<file path="src/rtl/rctc_pkg.sv">
// shared types and constants for the rivet count turntable controller
// used by every module of the block, no dependencies

package rctc_pkg;

   localparam int unsigned TICKS_PER_SECOND_RESET = 5000;
   localparam int unsigned DEBOUNCE_TICKS_RESET   = 5;
   localparam int unsigned FRAME_DEPTH_DEFAULT    = 10;
   localparam int unsigned SECONDS_PER_MINUTE     = 60;
   localparam int unsigned ASCII_ZERO             = 48;

   localparam int unsigned STEADY_WIDTH = 4;
   localparam int unsigned SECONDS_WIDTH = 6;
   localparam int unsigned COUNT_WIDTH = 8;

   localparam logic [7:0] CHAR_OPEN  = 8'h28;
   localparam logic [7:0] CHAR_CLOSE = 8'h29;

   // configuration register indexes
   localparam logic CSR_TICKS_PER_SECOND = 1'b0;
   localparam logic CSR_DEBOUNCE_TICKS   = 1'b1;

   // result event codes
   localparam logic [1:0] EV_OK     = 2'd0;
   localparam logic [1:0] EV_ERROR  = 2'd1;
   localparam logic [1:0] EV_TURN   = 2'd2;
   localparam logic [1:0] EV_TARGET = 2'd3;

   // decoded frame commands
   localparam logic [2:0] CMD_START  = 3'd0;
   localparam logic [2:0] CMD_STOP   = 3'd1;
   localparam logic [2:0] CMD_MODE1  = 3'd2;
   localparam logic [2:0] CMD_MODE2  = 3'd3;
   localparam logic [2:0] CMD_TARGET = 3'd4;
   localparam logic [2:0] CMD_ERROR  = 3'd5;

   typedef struct packed {
      logic       done;
      logic [2:0] code;
      logic [7:0] digit;
   } frame_cmd_type;

endpackage

</file>
<file path="src/rtl/rivet_count_turntable_controller_unit.sv">
// top level of the rivet count turntable controller: item register, run state,
// result register; depends on rctc_pkg, rctc_debounce and rctc_frame
// an item is registered on accept, and its result passes from the item register into the result register
// throughput: one item per cycle, set by the single pass from item register to result
// register; a waiting result stalls the item register only when the consumer holds off
// reset: synchronous, active high; config returns to 5000 ticks and 5 debounce ticks

module rivet_count_turntable_controller_unit #(
   parameter int unsigned FRAME_DEPTH = rctc_pkg::FRAME_DEPTH_DEFAULT
) (
   input  logic        clock,
   input  logic        reset,
   input  logic        req_tvalid,
   output logic        req_tready,
   input  logic [15:0] req_tdata,   // rx_byte[7:0], rivet_level[8], turn_level[9], zero fill
   input  logic        req_tuser,   // func
   output logic        rsp_tvalid,
   input  logic        rsp_tready,
   output logic [15:0] rsp_tdata,   // rivet_total[7:0], elapsed_seconds[13:8], zero fill
   output logic [1:0]  rsp_tuser,   // event_res
   input  logic        csr_we,
   input  logic        csr_index,
   input  logic [15:0] csr_wdata
);
   import rctc_pkg::*;

   // configuration
   logic [15:0]             tps_ff;
   logic [STEADY_WIDTH-1:0] debounce_ff;

   // item register
   logic       item_valid_ff;
   logic       item_func_ff;
   logic [7:0] item_byte_ff;
   logic       item_rivet_ff, item_turn_ff;
   logic       advance;

   // run state
   logic [15:0]              prescale_ff, prescale_in;
   logic [SECONDS_WIDTH-1:0] seconds_ff, seconds_in;
   logic                     running_ff, running_in;
   logic                     mode_two_ff, mode_two_in;
   logic                     armed_ff, armed_in;
   logic [COUNT_WIDTH-1:0]   target_ff, target_in;
   logic [COUNT_WIDTH-1:0]   rivets_ff, rivets_in;
   logic [1:0]               edge_prev_ff, edge_prev_in;

   // result register
   logic                     rsp_valid_ff;
   logic [1:0]               rsp_event_ff;
   logic [COUNT_WIDTH-1:0]   rsp_total_ff;
   logic [SECONDS_WIDTH-1:0] rsp_seconds_ff;
   logic                     res_valid;
   logic [1:0]               res_event;
   logic [COUNT_WIDTH-1:0]   res_total;
   logic [SECONDS_WIDTH-1:0] res_seconds;

   logic                     tick_en, byte_en;
   logic                     clean_rivet, clean_turn;
   frame_cmd_type            cmd;
   logic [15:0]              prescale_inc;
   logic [SECONDS_WIDTH-1:0] seconds_inc;
   logic                     rivet_edge, turn_edge;
   logic [COUNT_WIDTH-1:0]   rivets_next;

   assign advance    = item_valid_ff && (!rsp_valid_ff || rsp_tready);
   assign req_tready = !item_valid_ff || advance;
   assign tick_en    = advance && !item_func_ff;
   assign byte_en    = advance && item_func_ff;

   always_ff @(posedge clock) begin
      if (reset) begin
         tps_ff      <= 16'(TICKS_PER_SECOND_RESET);
         debounce_ff <= STEADY_WIDTH'(DEBOUNCE_TICKS_RESET);
      end else if (csr_we) begin
         case (csr_index)
            CSR_TICKS_PER_SECOND: tps_ff <= csr_wdata;
            CSR_DEBOUNCE_TICKS:   debounce_ff <= csr_wdata[STEADY_WIDTH-1:0];
            default: ;
         endcase
      end
   end

   always_ff @(posedge clock) begin
      if (reset) begin
         item_valid_ff <= 1'b0;
      end else if (req_tready) begin
         item_valid_ff <= req_tvalid;
      end
   end

   always_ff @(posedge clock) begin
      if (req_tready && req_tvalid) begin
         item_func_ff  <= req_tuser;
         item_byte_ff  <= req_tdata[7:0];
         item_rivet_ff <= req_tdata[8];
         item_turn_ff  <= req_tdata[9];
      end
   end

   rctc_debounce u_rivet_debounce (
      .clock          (clock),
      .reset          (reset),
      .enable         (tick_en),
      .raw            (item_rivet_ff),
      .debounce_ticks (debounce_ff),
      .clean_level    (clean_rivet)
   );

   rctc_debounce u_turn_debounce (
      .clock          (clock),
      .reset          (reset),
      .enable         (tick_en),
      .raw            (item_turn_ff),
      .debounce_ticks (debounce_ff),
      .clean_level    (clean_turn)
   );

   rctc_frame #(
      .FRAME_DEPTH (FRAME_DEPTH)
   ) u_frame (
      .clock   (clock),
      .reset   (reset),
      .enable  (byte_en),
      .rx_byte (item_byte_ff),
      .cmd     (cmd)
   );

   assign prescale_inc = prescale_ff + 1'b1;
   assign seconds_inc  = seconds_ff + 1'b1;
   assign rivet_edge   = clean_rivet && !edge_prev_ff[0];
   assign turn_edge    = clean_turn && !edge_prev_ff[1];
   assign rivets_next  = rivets_ff + COUNT_WIDTH'(rivet_edge);

   always_comb begin
      prescale_in  = prescale_ff;
      seconds_in   = seconds_ff;
      running_in   = running_ff;
      mode_two_in  = mode_two_ff;
      armed_in     = armed_ff;
      target_in    = target_ff;
      rivets_in    = rivets_ff;
      edge_prev_in = edge_prev_ff;
      res_valid    = 1'b0;
      res_event    = EV_OK;
      res_total    = '0;
      res_seconds  = '0;
      if (byte_en && cmd.done) begin
         res_valid = 1'b1;
         case (cmd.code)
            CMD_START: begin
               running_in = 1'b1;
            end
            CMD_STOP: begin
               rivets_in   = '0;
               seconds_in  = '0;
               running_in  = 1'b0;
               mode_two_in = 1'b0;
               armed_in    = 1'b0;
               target_in   = '0;
            end
            CMD_MODE1: begin
               mode_two_in = 1'b0;
               seconds_in  = '0;
               rivets_in   = '0;
               target_in   = '0;
            end
            CMD_MODE2: begin
               mode_two_in = 1'b1;
               armed_in    = 1'b0;
            end
            CMD_TARGET: begin
               if (mode_two_ff) begin
                  seconds_in = '0;
                  rivets_in  = '0;
                  target_in  = cmd.digit - COUNT_WIDTH'(ASCII_ZERO);
                  armed_in   = 1'b1;
               end else begin
                  res_event = EV_ERROR;
               end
            end
            default: begin
               res_event = EV_ERROR;
            end
         endcase
      end else if (tick_en) begin
         prescale_in = prescale_inc;
         if (prescale_inc == tps_ff) begin
            prescale_in = '0;
            if (running_ff) begin
               seconds_in = (seconds_inc >= SECONDS_WIDTH'(SECONDS_PER_MINUTE)) ?
                            '0 : seconds_inc;
            end
         end
         if (!running_ff) begin
            seconds_in = '0;
         end else begin
            edge_prev_in = {clean_turn, clean_rivet};
            rivets_in    = rivets_next;
            if ((mode_two_ff && armed_ff && rivets_next == target_ff) ||
                (!mode_two_ff && turn_edge)) begin
               res_valid   = 1'b1;
               res_seconds = seconds_in;
               if (mode_two_ff) begin
                  res_event = EV_TARGET;
               end else begin
                  res_event = EV_TURN;
                  res_total = rivets_next;
               end
               rivets_in   = '0;
               seconds_in  = '0;
               running_in  = 1'b0;
               mode_two_in = 1'b0;
               armed_in    = 1'b0;
               target_in   = '0;
            end
         end
      end
   end

   always_ff @(posedge clock) begin
      if (reset) begin
         prescale_ff  <= '0;
         seconds_ff   <= '0;
         running_ff   <= 1'b0;
         mode_two_ff  <= 1'b0;
         armed_ff     <= 1'b0;
         target_ff    <= '0;
         rivets_ff    <= '0;
         edge_prev_ff <= 2'b11;
      end else begin
         prescale_ff  <= prescale_in;
         seconds_ff   <= seconds_in;
         running_ff   <= running_in;
         mode_two_ff  <= mode_two_in;
         armed_ff     <= armed_in;
         target_ff    <= target_in;
         rivets_ff    <= rivets_in;
         edge_prev_ff <= edge_prev_in;
      end
   end

   always_ff @(posedge clock) begin
      if (reset) begin
         rsp_valid_ff <= 1'b0;
      end else if (advance) begin
         rsp_valid_ff <= res_valid;
      end else if (rsp_tready) begin
         rsp_valid_ff <= 1'b0;
      end
   end

   always_ff @(posedge clock) begin
      if (advance && res_valid) begin
         rsp_event_ff   <= res_event;
         rsp_total_ff   <= res_total;
         rsp_seconds_ff <= res_seconds;
      end
   end

   assign rsp_tvalid = rsp_valid_ff;
   assign rsp_tuser  = rsp_event_ff;
   assign rsp_tdata  = {2'b00, rsp_seconds_ff, rsp_total_ff};

   a_seconds_range: assert property (@(posedge clock) disable iff (reset)
      seconds_ff < SECONDS_WIDTH'(SECONDS_PER_MINUTE))
      else $error("seconds out of range");

   a_stopped_zero: assert property (@(posedge clock) disable iff (reset)
      !running_ff |-> seconds_ff == '0)
      else $error("seconds kept while stopped");

   a_stop_clears: assert property (@(posedge clock) disable iff (reset)
      advance && res_valid && (res_event == EV_TURN || res_event == EV_TARGET)
      |=> !running_ff && rivets_ff == '0 && !armed_ff)
      else $error("run not cleared after stop");

   a_total_only_turn: assert property (@(posedge clock) disable iff (reset)
      rsp_valid_ff && rsp_event_ff != EV_TURN |-> rsp_total_ff == '0)
      else $error("rivet total given without full turn stop");

endmodule

</file>
<file path="src/rtl/rctc_debounce.sv">
// sensor debounce: accepts a raw level after it held steady for a set tick count
// depends on rctc_pkg

module rctc_debounce (
   input  logic                               clock,
   input  logic                               reset,
   input  logic                               enable,
   input  logic                               raw,
   input  logic [rctc_pkg::STEADY_WIDTH-1:0]  debounce_ticks,
   output logic                               clean_level
);
   import rctc_pkg::*;

   logic [STEADY_WIDTH-1:0] steady_ff, steady_in;
   logic                    raw_prev_ff;
   logic                    clean_ff, clean_in;
   logic [STEADY_WIDTH-1:0] steady_inc;

   assign steady_inc = steady_ff + 1'b1;

   always_comb begin
      steady_in = steady_ff;
      clean_in  = clean_ff;
      if (enable) begin
         if (raw == raw_prev_ff) begin
            steady_in = steady_inc;
            if (steady_inc == debounce_ticks) begin
               clean_in  = raw;
               steady_in = '0;
            end
         end else begin
            steady_in = '0;
         end
      end
   end

   always_ff @(posedge clock) begin
      if (reset) begin
         steady_ff   <= '0;
         raw_prev_ff <= 1'b1;
         clean_ff    <= 1'b1;
      end else begin
         steady_ff <= steady_in;
         clean_ff  <= clean_in;
         if (enable) begin
            raw_prev_ff <= raw;
         end
      end
   end

   // next value, so the tick that settles a level sees it at once
   assign clean_level = clean_in;

endmodule

</file>
<file path="src/rtl/rctc_frame.sv">
// command frame buffer and decoder for received serial bytes
// depends on rctc_pkg

module rctc_frame #(
   parameter int unsigned FRAME_DEPTH = rctc_pkg::FRAME_DEPTH_DEFAULT
) (
   input  logic                    clock,
   input  logic                    reset,
   input  logic                    enable,
   input  logic [7:0]              rx_byte,
   output rctc_pkg::frame_cmd_type cmd
);
   import rctc_pkg::*;

   localparam int unsigned IDX_W = $clog2(FRAME_DEPTH);

   localparam logic [55:0] START_TEXT = "(START)";
   localparam logic [47:0] STOP_TEXT  = "(STOP)";
   localparam logic [23:0] MODE_TEXT  = "(M:";
   localparam logic [23:0] BATCH_TEXT = "(B:";
   localparam logic [7:0]  CHAR_ONE   = "1";
   localparam logic [7:0]  CHAR_TWO   = "2";

   logic [7:0]       frame_ff [FRAME_DEPTH];
   logic [7:0]       frame_in [FRAME_DEPTH];
   logic [7:0]       filled   [FRAME_DEPTH];
   logic [IDX_W-1:0] index_ff, index_in;
   logic [IDX_W-1:0] index_start;
   logic             is_start, is_stop, is_mode, is_batch;

   assign index_start = (rx_byte == CHAR_OPEN) ? '0 : index_ff;

   always_comb begin
      for (int i = 0; i < FRAME_DEPTH; i++) begin
         filled[i] = frame_ff[i];
      end
      filled[index_start] = rx_byte;
   end

   assign is_start = {filled[0], filled[1], filled[2], filled[3], filled[4], filled[5],
                      filled[6]} == START_TEXT;
   assign is_stop  = {filled[0], filled[1], filled[2], filled[3], filled[4],
                      filled[5]} == STOP_TEXT;
   assign is_mode  = ({filled[0], filled[1], filled[2]} == MODE_TEXT) &&
                     (filled[4] == CHAR_CLOSE);
   assign is_batch = ({filled[0], filled[1], filled[2]} == BATCH_TEXT) &&
                     (filled[4] == CHAR_CLOSE);

   always_comb begin
      cmd.done  = enable && (rx_byte == CHAR_CLOSE);
      cmd.digit = filled[3];
      if (is_start) begin
         cmd.code = CMD_START;
      end else if (is_stop) begin
         cmd.code = CMD_STOP;
      end else if (is_mode && filled[3] == CHAR_ONE) begin
         cmd.code = CMD_MODE1;
      end else if (is_mode && filled[3] == CHAR_TWO) begin
         cmd.code = CMD_MODE2;
      end else if (is_mode) begin
         cmd.code = CMD_ERROR;
      end else if (is_batch) begin
         cmd.code = CMD_TARGET;
      end else begin
         cmd.code = CMD_ERROR;
      end
   end

   always_comb begin
      for (int i = 0; i < FRAME_DEPTH; i++) begin
         frame_in[i] = frame_ff[i];
      end
      index_in = index_ff;
      if (enable) begin
         for (int i = 0; i < FRAME_DEPTH; i++) begin
            frame_in[i] = filled[i];
         end
         if (rx_byte == CHAR_CLOSE) begin
            frame_in[0] = '0;
            index_in    = '0;
         end else if (index_start == IDX_W'(FRAME_DEPTH - 1)) begin
            index_in = '0;
         end else begin
            index_in = index_start + 1'b1;
         end
      end
   end

   always_ff @(posedge clock) begin
      if (reset) begin
         for (int i = 0; i < FRAME_DEPTH; i++) begin
            frame_ff[i] <= '0;
         end
         index_ff <= '0;
      end else begin
         for (int i = 0; i < FRAME_DEPTH; i++) begin
            frame_ff[i] <= frame_in[i];
         end
         index_ff <= index_in;
      end
   end

   a_index_range: assert property (@(posedge clock) disable iff (reset)
      index_ff <= IDX_W'(FRAME_DEPTH - 1))
      else $error("frame index beyond buffer");

   a_close_rewinds: assert property (@(posedge clock) disable iff (reset)
      enable && rx_byte == CHAR_CLOSE |=> index_ff == '0 && frame_ff[0] == '0)
      else $error("closing byte did not rewind frame");

   a_open_first: assert property (@(posedge clock) disable iff (reset)
      enable && rx_byte == CHAR_OPEN |=> frame_ff[0] == CHAR_OPEN && index_ff == IDX_W'(1))
      else $error("opening byte not stored first");

endmodule
</file>
<file path="config.mk">
export PLATFORM = sky130hd
export DESIGN_NAME = rivet_count_turntable_controller_unit
export DESIGN_NICKNAME = d
export VERILOG_FILES = /design/src/rtl/rctc_pkg.sv /design/src/rtl/rivet_count_turntable_controller_unit.sv /design/src/rtl/rctc_debounce.sv /design/src/rtl/rctc_frame.sv
export SDC_FILE = /design/constraint.sdc
export NUM_CORES = 1
export LEC_CHECK = 0
export BUFFER_PORTS_ARGS = -buffer_cell sky130_fd_sc_hd__buf_2
export CAP_MARGIN = 10
export CORE_ASPECT_RATIO = 2
export CORE_UTILIZATION = 25
export DETAILED_ROUTE_END_ITERATION = 7
export GPL_TIMING_DRIVEN = 0
export PLACE_DENSITY = 0.41
export SYNTH_ARGS = -nofsm -noshare
export SYNTH_HDL_FRONTEND = slang
export SYNTH_SLANG_ARGS = --single-unit
</file>
<file path="constraint.sdc">
create_clock -name clock -period 7.5 [get_ports clock]
set_input_delay 0.75 -clock clock [delete_from_list [all_inputs] [get_ports clock]]
set_output_delay 0.75 -clock clock [all_outputs]
set_load 0.005 [all_outputs]
</file>
After elaboration in Yosys (flattened, before gate mapping)
Memory sizes are Yosys's and may differ from the RTL's.
Cells that the tools add are included.
- flip-flop bits (word level): 108
- latch bits: 0
- bits in writable memories: 80
- memory bits (read-only): 0
- input bits: 39
- output and inout bits: 20
- memories kept: 1
- memories (memory ; words ; width ; read ports ; clocked after memory_dff ; wr ports ; RTL line ; text):
    u_frame.frame_ff ; 10 ; 8 ; 10 ; 0 ; 10 ; rctc_frame.sv:24 ; logic [7:0] frame_ff [FRAME_DEPTH];
- $add $sub $neg: 7
- multipliers: 0
- divide/modulo/power cells: 0
- magnitude comparators: 3
- equal/unequal tests: 25
- shifts and indexed selects: 0
- mux-type cells: 84
- bitwise logic cells: 16
- reductions and logical operators: 46
- operators with widths (kind ; number):
    two-way mux 8 bit ; 22
    bitwise mux 80 bit ; 1
    two-way mux 80 bit ; 1
    == test 56 x 54 -> 1 bit, second input constant ; 1
    == test 24 x 22 -> 1 bit, second input constant ; 2
    == test 48 x 46 -> 1 bit, second input constant ; 1
    two-way mux 6 bit ; 7
    == test 8 x 6 -> 1 bit, second input constant ; 5
    demux 8 bit (select 4 bit) ; 1
    case mux 8 bit (2 select lines) ; 2
    two-way mux 1 bit ; 28
    two-way mux 4 bit ; 7
    logical AND 1 bit ; 17
    adder 16 x 1 -> 16 bit, second input constant ; 1
    == test 16 bit ; 1
    two-way mux 16 bit ; 1
    two-way mux 3 bit ; 5
    adder 4 x 1 -> 4 bit, second input constant ; 3
    case mux 6 bit (2 select lines) ; 1
    bitwise OR 1 bit ; 10
    AND reduction 5 bit ; 2
    inequality test 3 x 2 -> 1 bit, second input constant ; 3
    adder 8 x 1 -> 8 bit ; 1
    == test 4 bit ; 2
    other kinds (27) ; 56

Logic depth before layout (Yosys ltp)
- depth after elaboration: 20
- depth in mapped cells: 22
- depth with buffers taken out: 19

Cells and area by module
Synthesis repeated with hierarchy kept, for this count alone.
- cell total of the unflattened synthesis: 1036
- area total of the unflattened synthesis: 8871.0 µm²
- modules (own cells, without submodules) (module ; instances ; cells each ; area an instance (µm²)):
    rivet_count_turntable_controller_unit ; 1 ; 548 ; 4885.9
    rctc_frame ; 1 ; 404 ; 3244.4
    rctc_debounce ; 2 ; 42 ; 370.4

Least setup slack after synthesis
OpenSTA, ideal clock, no wires.
- kind: register to register
- from: register item_byte_ff[7]
- to: register target_ff[6]
- library setup time: 0.070 ns
- arrival time: 4.334 ns
- data required time: 7.430 ns
- path slack: 3.096 ns
- stages on the path, launching flop included: 17
- clock period less this slack: 4.404 ns
- cell sequence: edfxtp_1 > buf_6 > or4b_1 > buf_2 > o31ai_2 > clkbuf_1 > mux2i_1 > ha_1 > inv_1 > a31o_1 > a2111oi_4 > nor4b_4 > nor3_1 > or3_1 > clkbuf_2 > or3_1 > a21oi_1
- cells in the longest elaborated chain, start to end: 20
- RTL lines (item ; RTL line ; text):
    from (decl) ; rivet_count_turntable_controller_unit.sv:34 ; logic [7:0] item_byte_ff;
    from (signal assigned) ; rivet_count_turntable_controller_unit.sv:95 ; item_byte_ff <= req_tdata[7:0];
    == test 8 x 6 -> 1 bit ; rctc_frame.sv:31 ; assign index_start = (rx_byte == CHAR_OPEN) ? '0 : index_ff;
    two-way mux 4 bit ; rctc_frame.sv:31 ;
    NOT 4 -> 5 bit (not written as such) ; rctc_frame.sv:37 ; filled[index_start] = rx_byte;
    >= comparator 5 bit (not written as such) or < comparator 5 x 1 -> 1 bit (tied branches) ; rctc_frame.sv:37 ;
    logical AND 1 bit (not written as such) ; rctc_frame.sv:37 ;
    two-way mux 8 bit (not written as such) ; rctc_frame.sv:37 ;
    demux 8 bit (select 4 bit) ; rctc_frame.sv:37 ;
    bitwise mux 80 bit ; rctc_frame.sv:37 ;
    (+4 left out) ; -- ;
    two-way mux 3 bit ; rctc_frame.sv:58 ; end else if (is_mode && filled[3] == CHAR_TWO) begin
    two-way mux 3 bit ; rctc_frame.sv:56 ; end else if (is_mode && filled[3] == CHAR_ONE) begin
    two-way mux 3 bit ; rctc_frame.sv:54 ; end else if (is_stop) begin
    two-way mux 3 bit ; rctc_frame.sv:52 ; if (is_start) begin
    == test 3 x 2 -> 1 bit or == test 3 x 1 -> 1 bit (tied branches) ; rivet_count_turntable_controller_unit.sv:150 ; case (cmd.code)
    OR reduction 2 bit (no line) ; -- ;
    inequality test 3 x 2 -> 1 bit (no line) or case mux 8 bit (2 select lines) (tied branches) ; -- ;
    AND reduction 5 bit (no line) or two-way mux 8 bit (tied branches) ; -- ;
    to (signal assigned) ; rivet_count_turntable_controller_unit.sv:237 ; target_ff <= target_in;
    to (decl) ; rivet_count_turntable_controller_unit.sv:44 ; logic [COUNT_WIDTH-1:0] target_ff, target_in;
Several ways; a longest one is shown, not always the timed one. The select of a mux whose other input is x is not followed.
A chain may end at the register's enable or synchronous reset.

Worst setup path after layout
- from: register item_byte_ff[2]
- to: register rivets_ff[7]
- cells in the longest elaborated chain, start to end: 20
- RTL lines (item ; RTL line ; text):
    == test 8 x 6 -> 1 bit ; rctc_frame.sv:31 ;
    two-way mux 4 bit ; rctc_frame.sv:31 ;
    NOT 4 -> 5 bit (not written as such) ; rctc_frame.sv:37 ;
    >= comparator 5 bit (not written as such) or < comparator 5 x 1 -> 1 bit (tied branches) ; rctc_frame.sv:37 ;
    logical AND 1 bit (not written as such) ; rctc_frame.sv:37 ;
    two-way mux 8 bit (not written as such) ; rctc_frame.sv:37 ;
    demux 8 bit (select 4 bit) ; rctc_frame.sv:37 ;
    bitwise mux 80 bit ; rctc_frame.sv:37 ;
    (+4 left out) ; -- ;
    two-way mux 3 bit ; rctc_frame.sv:58 ;
    two-way mux 3 bit ; rctc_frame.sv:56 ;
    two-way mux 3 bit ; rctc_frame.sv:54 ;
    two-way mux 3 bit ; rctc_frame.sv:52 ;
    == test 3 x 2 -> 1 bit or == test 3 x 1 -> 1 bit (tied branches) ; rivet_count_turntable_controller_unit.sv:150 ;
    OR reduction 2 bit (no line) ; -- ;
    inequality test 3 x 2 -> 1 bit (no line) or case mux 8 bit (2 select lines) (tied branches) ; -- ;
    AND reduction 4 bit (no line) or two-way mux 8 bit (tied branches) ; -- ;
    to (signal assigned) ; rivet_count_turntable_controller_unit.sv:238 ; rivets_ff <= rivets_in;
    to (decl) ; rivet_count_turntable_controller_unit.sv:45 ; logic [COUNT_WIDTH-1:0] rivets_ff, rivets_in;
Several ways; a longest one is shown, not always the timed one.

==> flow_metrics.env <==
export IMPL_slowest_stage="nor3_1"
export IMPL_grt_busiest_layer="met2"
export IMPL_syn_area_per_cell_um2=8.68
export IMPL_cts_sinks=164
export IMPL_crit_chain="clkbuf_1 -> or3b_2 -> buf_2 -> o31ai_2 -> clkbuf_1 -> mux2i_1 -> ha_1 -> inv_1 -> a31o_1 -> a2111oi_4 -> nor4b_4 -> nor3_1 -> nor3_1 -> nand3b_1 -> a21oi_1"
export IMPL_max_slew_worst_pin_slew_ps=959
export IMPL_synthToLayoutAreaGrowth_pct=17.7
export IMPL_tns_ps=0
export IMPL_grt_pass1_vias=7650
export IMPL_netlist_instances=997
export IMPL_synth_area_mm2=0.00866
export IMPL_slew_headroom_pct=35.2
export IMPL_synth_edf_count=27
export IMPL_grt_pass1_wl_um=45100
export IMPL_hold_class="input pin to flop"
export IMPL_drive_above_1_share_pct=11.0
export IMPL_coreArea_mm2=0.0342
export IMPL_maxCapViolations=0
export IMPL_critPathTopFamily="simple AND/OR/NAND/NOR gates"
export IMPL_final_core_util_pct=29.8
export IMPL_ctsHoldBuffers=0
export IMPL_period_minus_slack_ps=5430
export IMPL_grt_overflow=0
export IMPL_cts_tree="built"
export IMPL_status="finished clean"
export IMPL_setup_reg_to_reg_worst_slack_ps=2070
export IMPL_drt_drc_violations_left=0
export IMPL_yosys_area_top_type="dfxtp_1"
export IMPL_hpwlAfterDp_um=23100
export IMPL_yosysWarnings=0
export IMPL_peakVddDrop_v=0.000143
export IMPL_drt_iter0_drc=434
export IMPL_htree_levels=4
export IMPL_antenna_found_initial=0
export IMPL_fmax_mhz=184
export IMPL_cts_reportedPaths_clkPinSlew_ps=70
export IMPL_initial_core_util_pct=25.3
export IMPL_worst_ep_required_time_ps=7870
export IMPL_wl_um=29600
export IMPL_wl_per_cell_um=19.4
export IMPL_synth_ff_type="dfxtp_1"
export IMPL_dieArea_mm2=0.0354
export IMPL_gr_usage_met3_pct=2.69
export IMPL_cts_inserted_buffers=17
export IMPL_maxSlewViolCount=0
export IMPL_gp_congestion=0.876
export IMPL_power_density_mw_per_mm2=209
export IMPL_setup_viol=0
export IMPL_synth_most_common_cell="dfxtp_1"
export IMPL_min_period_over_period_pct=72.4
export IMPL_hold_end="item_byte_ff[1]"
export IMPL_holdPathStages=1
export IMPL_fill_cells=3713
export IMPL_met2_usage_pct=35.6
export IMPL_hold_viol_final=0
export IMPL_portBuffers=50
export IMPL_ios=59
export IMPL_skew_ps=8.87
export IMPL_synth_top_area_share_pct=31.7
export IMPL_postCtsSetupRepairBufs=0
export IMPL_synth_cell_types=79
export IMPL_critPathArrivalTime_ps=5800
export IMPL_die_w_um=134
export IMPL_rr_endpoint="rivets_ff[7]"
export IMPL_drt_first_pass_iters=5
export IMPL_leakagePower_nw=3.57
export IMPL_reg2reg_from="item_byte_ff[2]"
export IMPL_rows=96
export IMPL_root_buffer="clkbuf_16"
export IMPL_path_max_fanout=10
export IMPL_grt_use_total_pct=17.3
export IMPL_end_kind="flop"
export IMPL_use_met1_pct=14.7
export IMPL_rsz0062_at_grt="no"
export IMPL_setup_worst_path_class="flop to flop"
export IMPL_critPathBufInv=4
export IMPL_cts_resized=0
export IMPL_min_from="req_tdata[1]"
export IMPL_die_h_um=265
export IMPL_grt_max_degree=19
export IMPL_num_vias=7570
export IMPL_drtAntennaViolNets=0
export IMPL_viasPerCell=4.97
export IMPL_antenna_cells=0
export IMPL_synth_area_leaders="dfxtp_1 (32%), edfxtp_1 (9.4%), mux2i_1 (6.4%)"
export IMPL_async_flop_share_pct=0
export IMPL_clock_latency_ps=460
export IMPL_synthTopCellsByCount="dfxtp_1 (137), nor2_1 (110), nand2_1 (86)"
export IMPL_start_kind="flop"
export IMPL_whs_ps=463
export IMPL_seq_area_frac_synth_pct=41.0
export IMPL_critPathMaxStageDelay_ps=780
export IMPL_rr_worst_depth=15
export IMPL_ys_seq_elements=164
export IMPL_fin_nets=1116
export IMPL_clockBufferDepth=2
==> layout by cell type, fill, tap and decap left out, types with 19 or more instances in the layout <==
cell type,n
dfxtp_1,137
nor2_1,110
nand2_1,86
a21oi_1,72
clkbuf_1,62
buf_2,58
mux2i_1,55
o21ai_0,43
xnor2_1,35
nand3_1,32
edfxtp_1,27
nor3_1,22
xor2_1,21
inv_1,20
or3_1,19
==> power breakdown <==
group          internal (mW)  switching, mW  leakage, nW
sequential             0.909         0.0159         1.40
clock                  0.674          0.392        0.343
combinational         0.0451         0.0963         1.82
==> per-stage QoR <==
| stage | setup WS, ps | instance area (µm²) | instances | power (mW) |
|---|---|---|---|---|
| after CTS | 2050 | 10200 | 1521 | 2.16 |
| after global routing | 1630 | 10200 | 1523 | 2.20 |
| final | 2070 | 10200 | 1523 | 2.13 |
| after detailed placement | 2080 | 9470 | 1489 | 1.09 |
| after floorplan | 3100 | 8660 | 998 | 1.02 |
| after global placement | 2140 | 9460 | 1489 | 1.09 |
==> cell type report <==
| type | count | area (µm²) | share of cell area, % |
|---|---|---|---|
| buffer | 74 | 309 | 3.03 |
| tap | 441 | 552 | 5.42 |
| sequential | 164 | 3550 | 34.9 |
| clock buffer | 22 | 495 | 4.86 |
| clock inverter | 10 | 214 | 2.10 |
| timing repair buffer | 52 | 260 | 2.55 |
| multi-input combinational | 740 | 4730 | 46.4 |
| inverter | 20 | 75.1 | 0.737 |
==> logic make-up after synthesis <==
kind of cell             share of synthesized area (%)
XOR/XNOR                                          6.18
buffers and inverters                             4.44
multiplexers                                      7.14
AND/OR/NAND/NOR                                   24.9
adder cells (fa/ha/maj)                           1.27
other                                           0.0433
AO/OA/AOI/OAI                                     15.0
flip-flops                                        41.0
==> worst register-to-register path: stages, from the launching register on <==
cell and delay (ps):
edfxtp_1 360, clkbuf_1 210, or3b_2 510, buf_2 210, o31ai_2 650, clkbuf_1 520, mux2i_1 400, ha_1 210
inv_1 110, a31o_1 240, a2111oi_4 370, nor4b_4 310, nor3_1 140, nor3_1 780, nand3b_1 150, a21oi_1 170
==> registers in the layout (all words and copies together) (netlist names), 2 cells and up <==
| signal | cells |
|---|---|
| u_frame.index_ff | 4 |
| u_frame.frame_ff | 56 |
| target_ff | 8 |
| rsp_tuser | 2 |
| rsp_seconds_ff | 6 |
| u_turn_debounce.steady_ff | 4 |
| edge_prev_ff | 2 |
| u_rivet_debounce.steady_ff | 4 |
| seconds_ff | 6 |
| item_byte_ff | 8 |
| rivets_ff | 8 |
| tps_ff | 16 |
| debounce_ff | 4 |
| prescale_ff | 16 |
| rsp_total_ff | 8 |
==> routing by layer <==
| layer | up-vias | wire length (µm) |
|---|---|---|
| li1 | 3712 | - |
| met1 | 3632 | 9680 |
| met2 | 156 | 17500 |
| met3 | 70 | 694 |
| met4 | 0 | 1650 |
| met5 | - | 0 |
==> worst max-delay path by stage <==
stage	from	end	slack [ps]	depth (start not counted)
2_1_floorplan	item_byte_ff[7]	target_ff[6]	3100	16
3_3_place_gp	item_byte_ff[2]	rivets_ff[5]	2140	15
3_5_place_dp	item_byte_ff[2]	rivets_ff[7]	2080	15
4_1_cts	item_byte_ff[2]	rivets_ff[7]	2050	15
5_1_grt	item_byte_ff[2]	rivets_ff[2]	1630	15
6_report	item_byte_ff[2]	rivets_ff[7]	2070	15
Note: power is estimated with default switching activity, not from simulation.
